--- src/ipsl_pkg.sv ---
// shared types, constants and the microprogram of the incremental pi speed loop
package ipsl_pkg;

  // fixed field widths
  localparam int ENC_W      = 32;
  localparam int SPEED_W    = 16;
  localparam int GAIN_W     = 16;
  localparam int SMOOTH_W   = 13;
  localparam int DUTY_W     = 8;
  localparam int ERR_W      = 18;
  localparam int MULB_W     = 17;
  localparam int CFG_IDX_W  = 3;
  localparam int CFG_DATA_W = 16;

  // gain format
  localparam int GAIN_BITS = 12;
  localparam int GAIN_ONE  = 4096;

  // register reset values
  localparam logic signed [SPEED_W-1:0] TARGET_RESET = 16'sd0;
  localparam logic [GAIN_W-1:0]         KP_RESET     = 16'd7078;
  localparam logic [GAIN_W-1:0]         KI_RESET     = 16'd297;
  localparam logic [SMOOTH_W-1:0]       SMOOTH_RESET = 13'd2970;
  localparam logic [DUTY_W-1:0]         MAXD_RESET   = 8'd199;

  // control store geometry
  localparam int STEP_W      = 3;
  localparam int UCODE_DEPTH = 8;

  typedef enum logic [CFG_IDX_W-1:0] {
    REG_TARGET   = 3'd0,
    REG_KP       = 3'd1,
    REG_KI       = 3'd2,
    REG_SMOOTH   = 3'd3,
    REG_MAX_DUTY = 3'd4
  } ipsl_reg_e;

  typedef enum logic [2:0] {
    ALU_NONE,
    ALU_SPEED,
    ALU_ERR,
    ALU_CAND,
    ALU_FINAL
  } ipsl_alu_e;

  typedef enum logic [1:0] {
    A_DERR,
    A_ERR,
    A_CAND,
    A_DRIVE
  } ipsl_mula_e;

  typedef enum logic [1:0] {
    B_KP,
    B_KI,
    B_SMOOTH,
    B_REST
  } ipsl_mulb_e;

  typedef enum logic [1:0] {
    ACC_HOLD,
    ACC_LOAD,
    ACC_ADD
  } ipsl_acc_e;

  typedef enum logic [1:0] {
    COND_ALWAYS,
    COND_INPUT,
    COND_OUT_FREE
  } ipsl_cond_e;

  typedef struct packed {
    ipsl_alu_e         alu;
    ipsl_mula_e        a_sel;
    ipsl_mulb_e        b_sel;
    ipsl_acc_e         acc;
    ipsl_cond_e        cond;
    logic [STEP_W-1:0] jmp;
  } ipsl_uword_t;

  typedef struct packed {
    ipsl_uword_t uw;
    logic        fire;
  } ipsl_ctrl_t;

  typedef struct packed {
    logic in_valid;
    logic out_free;
  } ipsl_status_t;

  // microprogram: one control word per step, jump taken when the condition holds
  localparam ipsl_uword_t UCODE [UCODE_DEPTH] = '{
    '{ALU_SPEED, A_DERR,  B_KP,     ACC_HOLD, COND_INPUT,    STEP_W'(1)},
    '{ALU_ERR,   A_DERR,  B_KP,     ACC_HOLD, COND_ALWAYS,   STEP_W'(2)},
    '{ALU_NONE,  A_DERR,  B_KP,     ACC_LOAD, COND_ALWAYS,   STEP_W'(3)},
    '{ALU_NONE,  A_ERR,   B_KI,     ACC_ADD,  COND_ALWAYS,   STEP_W'(4)},
    '{ALU_CAND,  A_ERR,   B_KI,     ACC_HOLD, COND_ALWAYS,   STEP_W'(5)},
    '{ALU_NONE,  A_CAND,  B_SMOOTH, ACC_LOAD, COND_ALWAYS,   STEP_W'(6)},
    '{ALU_NONE,  A_DRIVE, B_REST,   ACC_ADD,  COND_ALWAYS,   STEP_W'(7)},
    '{ALU_FINAL, A_DRIVE, B_REST,   ACC_HOLD, COND_OUT_FREE, STEP_W'(0)}
  };

endpackage

--- src/ipsl_sequencer.sv ---
// step counter and control store lookup of the speed loop microprogram
module ipsl_sequencer (
  input  logic                   clk_i,
  input  logic                   rst_ni,
  input  ipsl_pkg::ipsl_status_t status_i,
  output ipsl_pkg::ipsl_ctrl_t   ctrl_o
);
  import ipsl_pkg::*;

  logic [STEP_W-1:0] step_q;
  logic [STEP_W-1:0] step_d;
  ipsl_uword_t       uw;
  logic              fire;

  // fetch the control word and evaluate its jump condition
  always_comb begin
    uw = UCODE[step_q];
    unique case (uw.cond)
      COND_ALWAYS:   fire = 1'b1;
      COND_INPUT:    fire = status_i.in_valid;
      COND_OUT_FREE: fire = status_i.out_free;
      default:       fire = 1'b0;
    endcase
  end

  // jump when the condition holds, otherwise stay on this step
  always_comb begin
    step_d = fire ? uw.jmp : step_q;
  end

  always_ff @(posedge clk_i or negedge rst_ni) begin
    if (!rst_ni) begin
      step_q <= '0;
    end else begin
      step_q <= step_d;
    end
  end

  assign ctrl_o.uw   = uw;
  assign ctrl_o.fire = fire;

endmodule

--- src/ipsl_datapath.sv ---
// registers, shared multiplier, accumulator and output register of the speed loop
module ipsl_datapath #(
  parameter int FRAC_BITS   = 12,
  parameter int COUNT_WIDTH = 32
) (
  input  logic                                    clk_i,
  input  logic                                    rst_ni,
  input  logic                                    cfg_we_i,
  input  logic [ipsl_pkg::CFG_IDX_W-1:0]          cfg_index_i,
  input  logic [ipsl_pkg::CFG_DATA_W-1:0]         cfg_data_i,
  input  logic signed [ipsl_pkg::ENC_W-1:0]       encoder_count_i,
  input  ipsl_pkg::ipsl_ctrl_t                    ctrl_i,
  input  logic                                    out_ready_i,
  output logic                                    out_valid_o,
  output logic [ipsl_pkg::DUTY_W-1:0]             duty_o,
  output logic                                    direction_o,
  output logic                                    brake_o,
  output logic signed [ipsl_pkg::SPEED_W-1:0]     measured_speed_o
);
  import ipsl_pkg::*;

  // drive word: sign, eight duty bits, fraction
  localparam int DW    = FRAC_BITS + 9;
  localparam int AW    = (DW > ERR_W) ? DW : ERR_W;
  localparam int PW    = AW + MULB_W;
  localparam int ACC_W = PW + 1;
  localparam int CW    = FRAC_BITS + 24;
  localparam int SW    = ACC_W + 4;
  localparam int UP    = (FRAC_BITS >= GAIN_BITS) ? FRAC_BITS - GAIN_BITS : 0;
  localparam int DN    = (FRAC_BITS < GAIN_BITS) ? GAIN_BITS - FRAC_BITS : 0;
  localparam logic signed [COUNT_WIDTH:0] SPD_MAX = (COUNT_WIDTH + 1)'(32767);
  localparam logic signed [COUNT_WIDTH:0] SPD_MIN = (COUNT_WIDTH + 1)'(-32768);

  // configuration registers
  logic signed [SPEED_W-1:0] target_q;
  logic [GAIN_W-1:0]         kp_q;
  logic [GAIN_W-1:0]         ki_q;
  logic [SMOOTH_W-1:0]       smooth_q;
  logic [DUTY_W-1:0]         maxd_q;

  // loop state
  logic [COUNT_WIDTH-1:0]    prev_count_q;
  logic signed [ERR_W-1:0]   prev_err_q;
  logic signed [DW-1:0]      drive_q;
  logic                      brake_q;

  // working registers
  logic signed [SPEED_W-1:0] speed_q;
  logic signed [ERR_W-1:0]   err_q;
  logic signed [ERR_W-1:0]   derr_q;
  logic signed [ACC_W-1:0]   acc_q;
  logic signed [DW-1:0]      cand_q;

  // output register
  logic                      out_valid_q;
  logic [DUTY_W-1:0]         duty_q;
  logic                      dir_q;
  logic signed [SPEED_W-1:0] speed_out_q;

  logic [COUNT_WIDTH-1:0]    enc_cur;
  logic [COUNT_WIDTH-1:0]    diff;
  logic signed [COUNT_WIDTH:0] diff_x;
  logic signed [SPEED_W-1:0] speed_d;
  logic signed [ERR_W-1:0]   err_d;
  logic signed [ERR_W-1:0]   derr_d;
  logic [SMOOTH_W-1:0]       s_sat;
  logic signed [AW-1:0]      mul_a;
  logic signed [MULB_W-1:0]  mul_b;
  logic signed [PW-1:0]      prod;
  logic signed [SW-1:0]      acc_x;
  logic signed [SW-1:0]      scaled_x;
  logic signed [CW-1:0]      cand_sum;
  logic signed [CW-1:0]      lim;
  logic signed [CW-1:0]      neg_lim;
  logic signed [CW-1:0]      cand_c;
  logic signed [ACC_W-1:0]   blend_x;
  logic signed [DW-1:0]      blended;
  logic signed [DW-1:0]      mag;
  logic                      pos;
  logic [DUTY_W-1:0]         duty_d;
  logic                      standstill;
  logic signed [DW-1:0]      drive_d;
  logic                      brake_d;
  logic                      do_speed;
  logic                      do_final;

  assign do_speed = ctrl_i.fire && (ctrl_i.uw.alu == ALU_SPEED);
  assign do_final = ctrl_i.fire && (ctrl_i.uw.alu == ALU_FINAL);

  // configuration writes, unknown indexes ignored
  always_ff @(posedge clk_i or negedge rst_ni) begin
    if (!rst_ni) begin
      target_q <= TARGET_RESET;
      kp_q     <= KP_RESET;
      ki_q     <= KI_RESET;
      smooth_q <= SMOOTH_RESET;
      maxd_q   <= MAXD_RESET;
    end else if (cfg_we_i) begin
      unique case (cfg_index_i)
        REG_TARGET:   target_q <= cfg_data_i;
        REG_KP:       kp_q     <= cfg_data_i;
        REG_KI:       ki_q     <= cfg_data_i;
        REG_SMOOTH:   smooth_q <= cfg_data_i[SMOOTH_W-1:0];
        REG_MAX_DUTY: maxd_q   <= cfg_data_i[DUTY_W-1:0];
        default: ;
      endcase
    end
  end

  // wrapped count difference, saturated to the speed range
  always_comb begin
    enc_cur = encoder_count_i[COUNT_WIDTH-1:0];
    diff    = enc_cur - prev_count_q;
    diff_x  = {diff[COUNT_WIDTH-1], diff};
    if (diff_x > SPD_MAX) begin
      speed_d = SPD_MAX[SPEED_W-1:0];
    end else if (diff_x < SPD_MIN) begin
      speed_d = SPD_MIN[SPEED_W-1:0];
    end else begin
      speed_d = diff_x[SPEED_W-1:0];
    end
  end

  // error and change in error
  always_comb begin
    err_d  = ERR_W'(target_q) - ERR_W'(speed_q);
    derr_d = err_d - prev_err_q;
  end

  // shared multiplier operand selection
  always_comb begin
    s_sat = (smooth_q > SMOOTH_W'(GAIN_ONE)) ? SMOOTH_W'(GAIN_ONE) : smooth_q;
    unique case (ctrl_i.uw.a_sel)
      A_DERR:  mul_a = AW'(derr_q);
      A_ERR:   mul_a = AW'(err_q);
      A_CAND:  mul_a = AW'(cand_q);
      A_DRIVE: mul_a = AW'(drive_q);
      default: mul_a = '0;
    endcase
    unique case (ctrl_i.uw.b_sel)
      B_KP:     mul_b = {1'b0, kp_q};
      B_KI:     mul_b = {1'b0, ki_q};
      B_SMOOTH: mul_b = MULB_W'(s_sat);
      B_REST:   mul_b = MULB_W'(SMOOTH_W'(GAIN_ONE) - s_sat);
      default:  mul_b = '0;
    endcase
    prod = mul_a * mul_b;
  end

  // rescale the increment, add to the drive and clamp
  always_comb begin
    acc_x    = SW'(acc_q);
    scaled_x = (acc_x <<< UP) >>> DN;
    cand_sum = CW'(drive_q) + $signed(scaled_x[CW-1:0]);
    lim      = CW'({maxd_q, FRAC_BITS'(0)});
    neg_lim  = -lim;
    if (cand_sum > lim) begin
      cand_c = lim;
    end else if (cand_sum < neg_lim) begin
      cand_c = neg_lim;
    end else begin
      cand_c = cand_sum;
    end
  end

  // blended drive, duty, direction and brake
  always_comb begin
    blend_x    = acc_q >>> GAIN_BITS;
    blended    = blend_x[DW-1:0];
    pos        = !blended[DW-1] && (blended != '0);
    mag        = blended[DW-1] ? -blended : blended;
    duty_d     = mag[FRAC_BITS +: DUTY_W];
    standstill = (target_q == '0) && (speed_q == '0);
    drive_d    = standstill ? '0 : blended;
    if (standstill) begin
      brake_d = 1'b1;
    end else if (duty_d != '0) begin
      brake_d = 1'b0;
    end else begin
      brake_d = brake_q;
    end
  end

  // loop state, updated when a count is taken and at the final step
  always_ff @(posedge clk_i or negedge rst_ni) begin
    if (!rst_ni) begin
      prev_count_q <= '0;
      prev_err_q   <= '0;
      drive_q      <= '0;
      brake_q      <= 1'b1;
    end else begin
      if (do_speed) begin
        prev_count_q <= enc_cur;
      end
      if (do_final) begin
        prev_err_q <= err_q;
        drive_q    <= drive_d;
        brake_q    <= brake_d;
      end
    end
  end

  // working registers driven by the control word
  always_ff @(posedge clk_i) begin
    if (do_speed) begin
      speed_q <= speed_d;
    end
    if (ctrl_i.fire && (ctrl_i.uw.alu == ALU_ERR)) begin
      err_q  <= err_d;
      derr_q <= derr_d;
    end
    if (ctrl_i.fire && (ctrl_i.uw.alu == ALU_CAND)) begin
      cand_q <= cand_c[DW-1:0];
    end
    unique case (ctrl_i.uw.acc)
      ACC_LOAD: acc_q <= ACC_W'(prod);
      ACC_ADD:  acc_q <= acc_q + ACC_W'(prod);
      default: ;
    endcase
    if (do_final) begin
      duty_q      <= duty_d;
      dir_q       <= pos;
      speed_out_q <= speed_q;
    end
  end

  // result transfer flag
  always_ff @(posedge clk_i or negedge rst_ni) begin
    if (!rst_ni) begin
      out_valid_q <= 1'b0;
    end else if (do_final) begin
      out_valid_q <= 1'b1;
    end else if (out_ready_i) begin
      out_valid_q <= 1'b0;
    end
  end

  assign out_valid_o      = out_valid_q;
  assign duty_o           = duty_q;
  assign direction_o      = dir_q;
  assign brake_o          = brake_q;
  assign measured_speed_o = speed_out_q;

endmodule

--- src/incremental_pi_speed_loop.sv ---
// top level of the incremental pi speed loop
//
//   channel   signals                                       direction
//   input     in_valid_i / in_ready_o, encoder_count_i       in
//   result    out_valid_o / out_ready_i, duty_o, direction_o,
//             brake_o, measured_speed_o                      out
//   config    cfg_we_i, cfg_index_i, cfg_data_i              in, write only
//
// an eight step microprogram runs each tick on one shared 21x17 signed multiplier:
// four multiply steps plus count, error, clamp and finish steps
// a count is taken at step zero; its result is loaded at the finish step, and the
// next count is taken only once the sequencer has returned to step zero
// the finish step waits while the previous result is still not taken
// reset restores the register defaults, clears the loop state and engages the brake
module incremental_pi_speed_loop #(
  parameter int FRAC_BITS   = 12,
  parameter int COUNT_WIDTH = 32
) (
  input  logic                                clk_i,
  input  logic                                rst_ni,
  input  logic                                cfg_we_i,
  input  logic [ipsl_pkg::CFG_IDX_W-1:0]      cfg_index_i,
  input  logic [ipsl_pkg::CFG_DATA_W-1:0]     cfg_data_i,
  input  logic                                in_valid_i,
  output logic                                in_ready_o,
  input  logic signed [ipsl_pkg::ENC_W-1:0]   encoder_count_i,
  output logic                                out_valid_o,
  input  logic                                out_ready_i,
  output logic [ipsl_pkg::DUTY_W-1:0]         duty_o,
  output logic                                direction_o,
  output logic                                brake_o,
  output logic signed [ipsl_pkg::SPEED_W-1:0] measured_speed_o
);
  import ipsl_pkg::*;

  ipsl_status_t status;
  ipsl_ctrl_t   ctrl;
  logic         out_valid;

  // conditions seen by the sequencer
  assign status.in_valid = in_valid_i;
  assign status.out_free = !out_valid || out_ready_i;

  // the count step is the only one that takes an input transfer
  assign in_ready_o  = (ctrl.uw.alu == ALU_SPEED);
  assign out_valid_o = out_valid;

  ipsl_sequencer u_seq (
    .clk_i    (clk_i),
    .rst_ni   (rst_ni),
    .status_i (status),
    .ctrl_o   (ctrl)
  );

  ipsl_datapath #(
    .FRAC_BITS   (FRAC_BITS),
    .COUNT_WIDTH (COUNT_WIDTH)
  ) u_dp (
    .clk_i            (clk_i),
    .rst_ni           (rst_ni),
    .cfg_we_i         (cfg_we_i),
    .cfg_index_i      (cfg_index_i),
    .cfg_data_i       (cfg_data_i),
    .encoder_count_i  (encoder_count_i),
    .ctrl_i           (ctrl),
    .out_ready_i      (out_ready_i),
    .out_valid_o      (out_valid),
    .duty_o           (duty_o),
    .direction_o      (direction_o),
    .brake_o          (brake_o),
    .measured_speed_o (measured_speed_o)
  );

endmodule

--- config.mk ---
export PLATFORM = sky130hd
export DESIGN_NAME = incremental_pi_speed_loop
export DESIGN_NICKNAME = d
export VERILOG_FILES = /design/src/ipsl_pkg.sv /design/src/ipsl_sequencer.sv /design/src/ipsl_datapath.sv /design/src/incremental_pi_speed_loop.sv
export SDC_FILE = /design/constraint.sdc
export NUM_CORES = 2
export LEC_CHECK = 0
export BUFFER_PORTS_ARGS = -buffer_cell sky130_fd_sc_hd__buf_2
export CAP_MARGIN = 20
export CORE_UTILIZATION = 65
export DETAILED_ROUTE_END_ITERATION = 8
export MAX_ROUTING_LAYER = met4
export PLACE_DENSITY = 0.83
export SYNTH_ARGS = -nofsm -noshare
export SYNTH_HDL_FRONTEND = slang
export SYNTH_SLANG_ARGS = --single-unit
--- constraint.sdc ---
create_clock -name clk_i -period 23.6 [get_ports clk_i]
set_clock_uncertainty 0.05 [all_clocks]
set_input_delay 3.54 -clock clk_i [delete_from_list [all_inputs] [get_ports clk_i]]
set_output_delay 3.54 -clock clk_i [all_outputs]
set_load 0.02 [all_outputs]
==> results.cfg <==
[grt]
grt_use_total = 0.364
grt_pass1_wl_um = 137000
grt_max_degree = 88
grt_pass1_vias = 25600
antenna_found_initial = 1
grt_remaining_overflow = 0

[synth]
ys_ff_latch = 277
yosysUniqueCellTypes = 85
yosysSeqAreaShare = 0.240
syn_avg_cell_area_um2 = 9.14
yosysTopAreaCellShare = 0.218
synth_flop_cell = edfxtp_1
synthCells = 3479
yosysWarnings = 0
synth_edf_count = 133
yosysTopAreaCell = fa_1
syn-cell-area_mm2 = 0.0318
synthArstFlopShare = 0.520
synth_area_leaders = fa_1 22%, edfxtp_1 13%, ha_1 11%, dfrtp_1 9.4%, inv_1 5.9%

[hold_path]
min_path_type = reg -> reg

[floorplanning]
core.rowCount = 80
die_area_mm2 = 0.0498
design.core.area_mm2 = 0.0480
die_h_um = 223
die_w_um = 223
initial_core_util = 0.662
ioPinCount = 84

[sta]
fin_crit_sh = 0.477
finalSetupViolations = 0
tightest_slew_ns = 1.06
relSlewSlack = 0.284
final_max_slew_viol_count = 0
fmax_ghz = 0.0887
tns_ns = 0
period_needed_ns = 11.27
hold_violations = 0
rsz0062_at_grt = false

[job]
max_cap_viol_count = 0

[setup_path]
slowest_delay_ns = 0.62
arrival_ns = 11.56
critPathLaunchType = flop
cp_common_cell = fa_1
worst-path-max-fanout = 52
crit_slowest_cell = o22a_1
critical_path_class = reg -> reg
crit_buf_inv = 6
end_kind = flop
crit_family = adder cells
required_ns = 23.89

[clock_tree]
cts_buffer_depth = 3
path_clk_slew_ns = 0.06
cts.repair.resized = 0
cts.sinks = 277
htree_levels = 1
cts_root_buffer = clkbuf_16
cts_made_buffers = 31
postCtsSetupBuffers = 0
cts_tree = yes
ctsHoldBuffers = 0
clkLatencyLatePin_ns = 0.59

[detailed_routing]
vias = 25600
avgViaCountPerCell = 6.12
drt-initial-drc-count = 2283
wirelength_um = 85800
drc = 0
wl_per_cell_um = 20.5
final_antenna_net_count = 0
dr.pass1.iters = 5

[final_layout]
fin_nets = 4214
drive_above_1_share = 0.0936
syn_to_final_growth_pct = 7.17

[placement]
port_buffers = 83
hpwl_um = 67500
place_congestion = 1.02

[outcome]
status = completed
[worst reg2reg max path, delay by kind of cell, from the launching register on]
family,cells,cell delay [ns]
DFF,1,0.58
xor gates and xnor gates,2,0.35
AOI/OAI and AO/OA,16,3.98
and+or+nand+nor,6,0.79
muxes,1,0.27
adders and majority gates,9,4.05
buffers and inverters,6,0.93
[registers in the layout (all words and copies together) (netlist names)]
name / count
u_dp.acc_q: 36
u_dp.speed_q: 16
u_dp.ki_q: 16
u_dp.brake_o: 1
u_dp.prev_count_q: 32
u_dp.drive_q: 21
u_dp.target_q: 16
u_dp.out_valid_o: 1
u_dp.maxd_q: 8
u_dp.direction_o: 1
u_seq.step_q: 3
u_dp.duty_o: 8
u_dp.prev_err_q: 17
u_dp.derr_q: 18
u_dp.smooth_q: 13
u_dp.cand_q: 21
u_dp.measured_speed_o: 16
u_dp.kp_q: 16
u_dp.err_q: 17
[placed cells by master (no fill, tap or decap), types with 10 or more instances in the layout]
cell type / synthesis / final
a21oi_1: 197 / 196
mux2i_1: 14 / 13
o21bai_1: 25 / 25
mux2_2: 91 / 91
nand3_1: 37 / 37
a31oi_1: 19 / 19
conb_1: 2 / 20
buf_2: 3 / 82
and2_1: 12 / 12
and4_1: 10 / 10
or2_2: 10 / 10
nor4_1: 24 / 24
xnor2_1: 115 / 115
nand2b_1: 39 / 38
dfstp_2: 25 / 25
nor3_1: 57 / 56
clkbuf_16: 0 / 33
fa_1: 347 / 347
buf_4: 0 / 43
nand2_1: 390 / 390
o21ai_0: 197 / 193
nor2_1: 297 / 297
o21a_1: 52 / 52
a21o_1: 61 / 61
a211oi_1: 27 / 27
edfxtp_1: 133 / 133
nand4_1: 17 / 17
o21ai_1: 20 / 24
nor2b_1: 30 / 29
xor2_1: 54 / 54
and3_1: 14 / 14
ha_1: 268 / 268
or3_1: 15 / 15
dfrtp_1: 119 / 119
o211ai_1: 13 / 13
inv_1: 498 / 497
[path summary, 6_finish.rpt]
kind	start	slack (ns)	cells after the start	to
setup / recovery	u_seq.step_q[0]$_DFFE_PN0P_	12.33	40	u_dp.acc_q[34]$_DFFE_PP_
max in group asynchronous	rst_ni	19.23	2	u_dp.prev_err_q[4]$_DFFE_PN0P_
setup reg to reg	u_seq.step_q[0]$_DFFE_PN0P_	12.33	40	u_dp.acc_q[34]$_DFFE_PP_
min in group asynchronous	rst_ni	2.98	1	u_dp.prev_count_q[20]$_DFFE_PN0P_
hold reg to reg	u_dp.err_q[2]$_DFFE_PP_	0.42	2	u_dp.prev_err_q[2]$_DFFE_PN0P_
hold / removal	u_dp.err_q[2]$_DFFE_PP_	0.42	2	u_dp.prev_err_q[2]$_DFFE_PN0P_
[cell families (layout without fill, tap and decap cells)]
family                     Yosys count  after routing  share of synthesized area
DFF                                277            277                      0.240
adders and majority gates          615            615                      0.324
AOI/OAI and AO/OA                  715            715                      0.141
xor gates and xnor gates           169            169                     0.0465
and+or+nand+nor                    985            985                      0.139
muxes                              105            105                     0.0366
other                                2             21                   0.000236
buffers and inverters              611            682                     0.0725
[cells in the mapped netlist (all sizes together) (9+ instances only)]
cell and count:
a211oi 28, a21o 61, a21oi 197, a31o 9, a31oi 20, and2 12
and3 14, and4 10, buf 11, clkbuf 102, dfrtp 119, dfstp 25
edfxtp 133, fa 347, ha 268, inv 498, mux2 91, mux2i 14
nand2 390, nand2b 39, nand3 38, nand4 17, nor2 297, nor2b 30
nor3 58, nor4 24, o211ai 13, o21a 52, o21ai 217, o21bai 25
or2 11, or3 15, xnor2 115, xor2 54
[area by class of cell]
type / count / area (um^2)
Clock buffer: 45 / 945
Clock inverter: 13 / 148
Inverter: 498 / 1870
Timing Repair Buffer: 126 / 744
Antenna cell: 1 / 2.50
Multi-Input combinational cell: 2609 / 22000
Fill cell: 3660 / 14000
Tap cell: 615 / 769
Sequential cell: 277 / 7630
[layer usage]
layer  up-vias  wire length [um]  track usage
li1      11800                 -            -
met1     12600             35100        0.487
met2      1107             39500        0.568
met3       199              7530       0.0515
met4         0              3620        0.131
met5         -                 0            -
[metrics by stage]
| stage | utilization | hold WS (ns) | worst slack [ns] | cell area [um^2] | instances |
|---|---|---|---|---|---|
| 3_5_place_dp | 0.687 | 0.417 | 12.40 | 33000 | 4125 |
| 6_report | 0.710 | 0.420 | 12.33 | 34100 | 4184 |
| 5_1_grt | 0.710 | 0.443 | 11.65 | 34100 | 4184 |
| 2_1_floorplan | - | 0.391 | 13.56 | 31900 | 3497 |
| 3_3_place_gp | 0.687 | 0.416 | 12.62 | 33000 | 4125 |
| 4_1_cts | 0.710 | 0.418 | 12.36 | 34100 | 4183 |
Power is not shown: default switching activity piles up to over one toggle a cycle in this logic, so the estimate is an artifact.
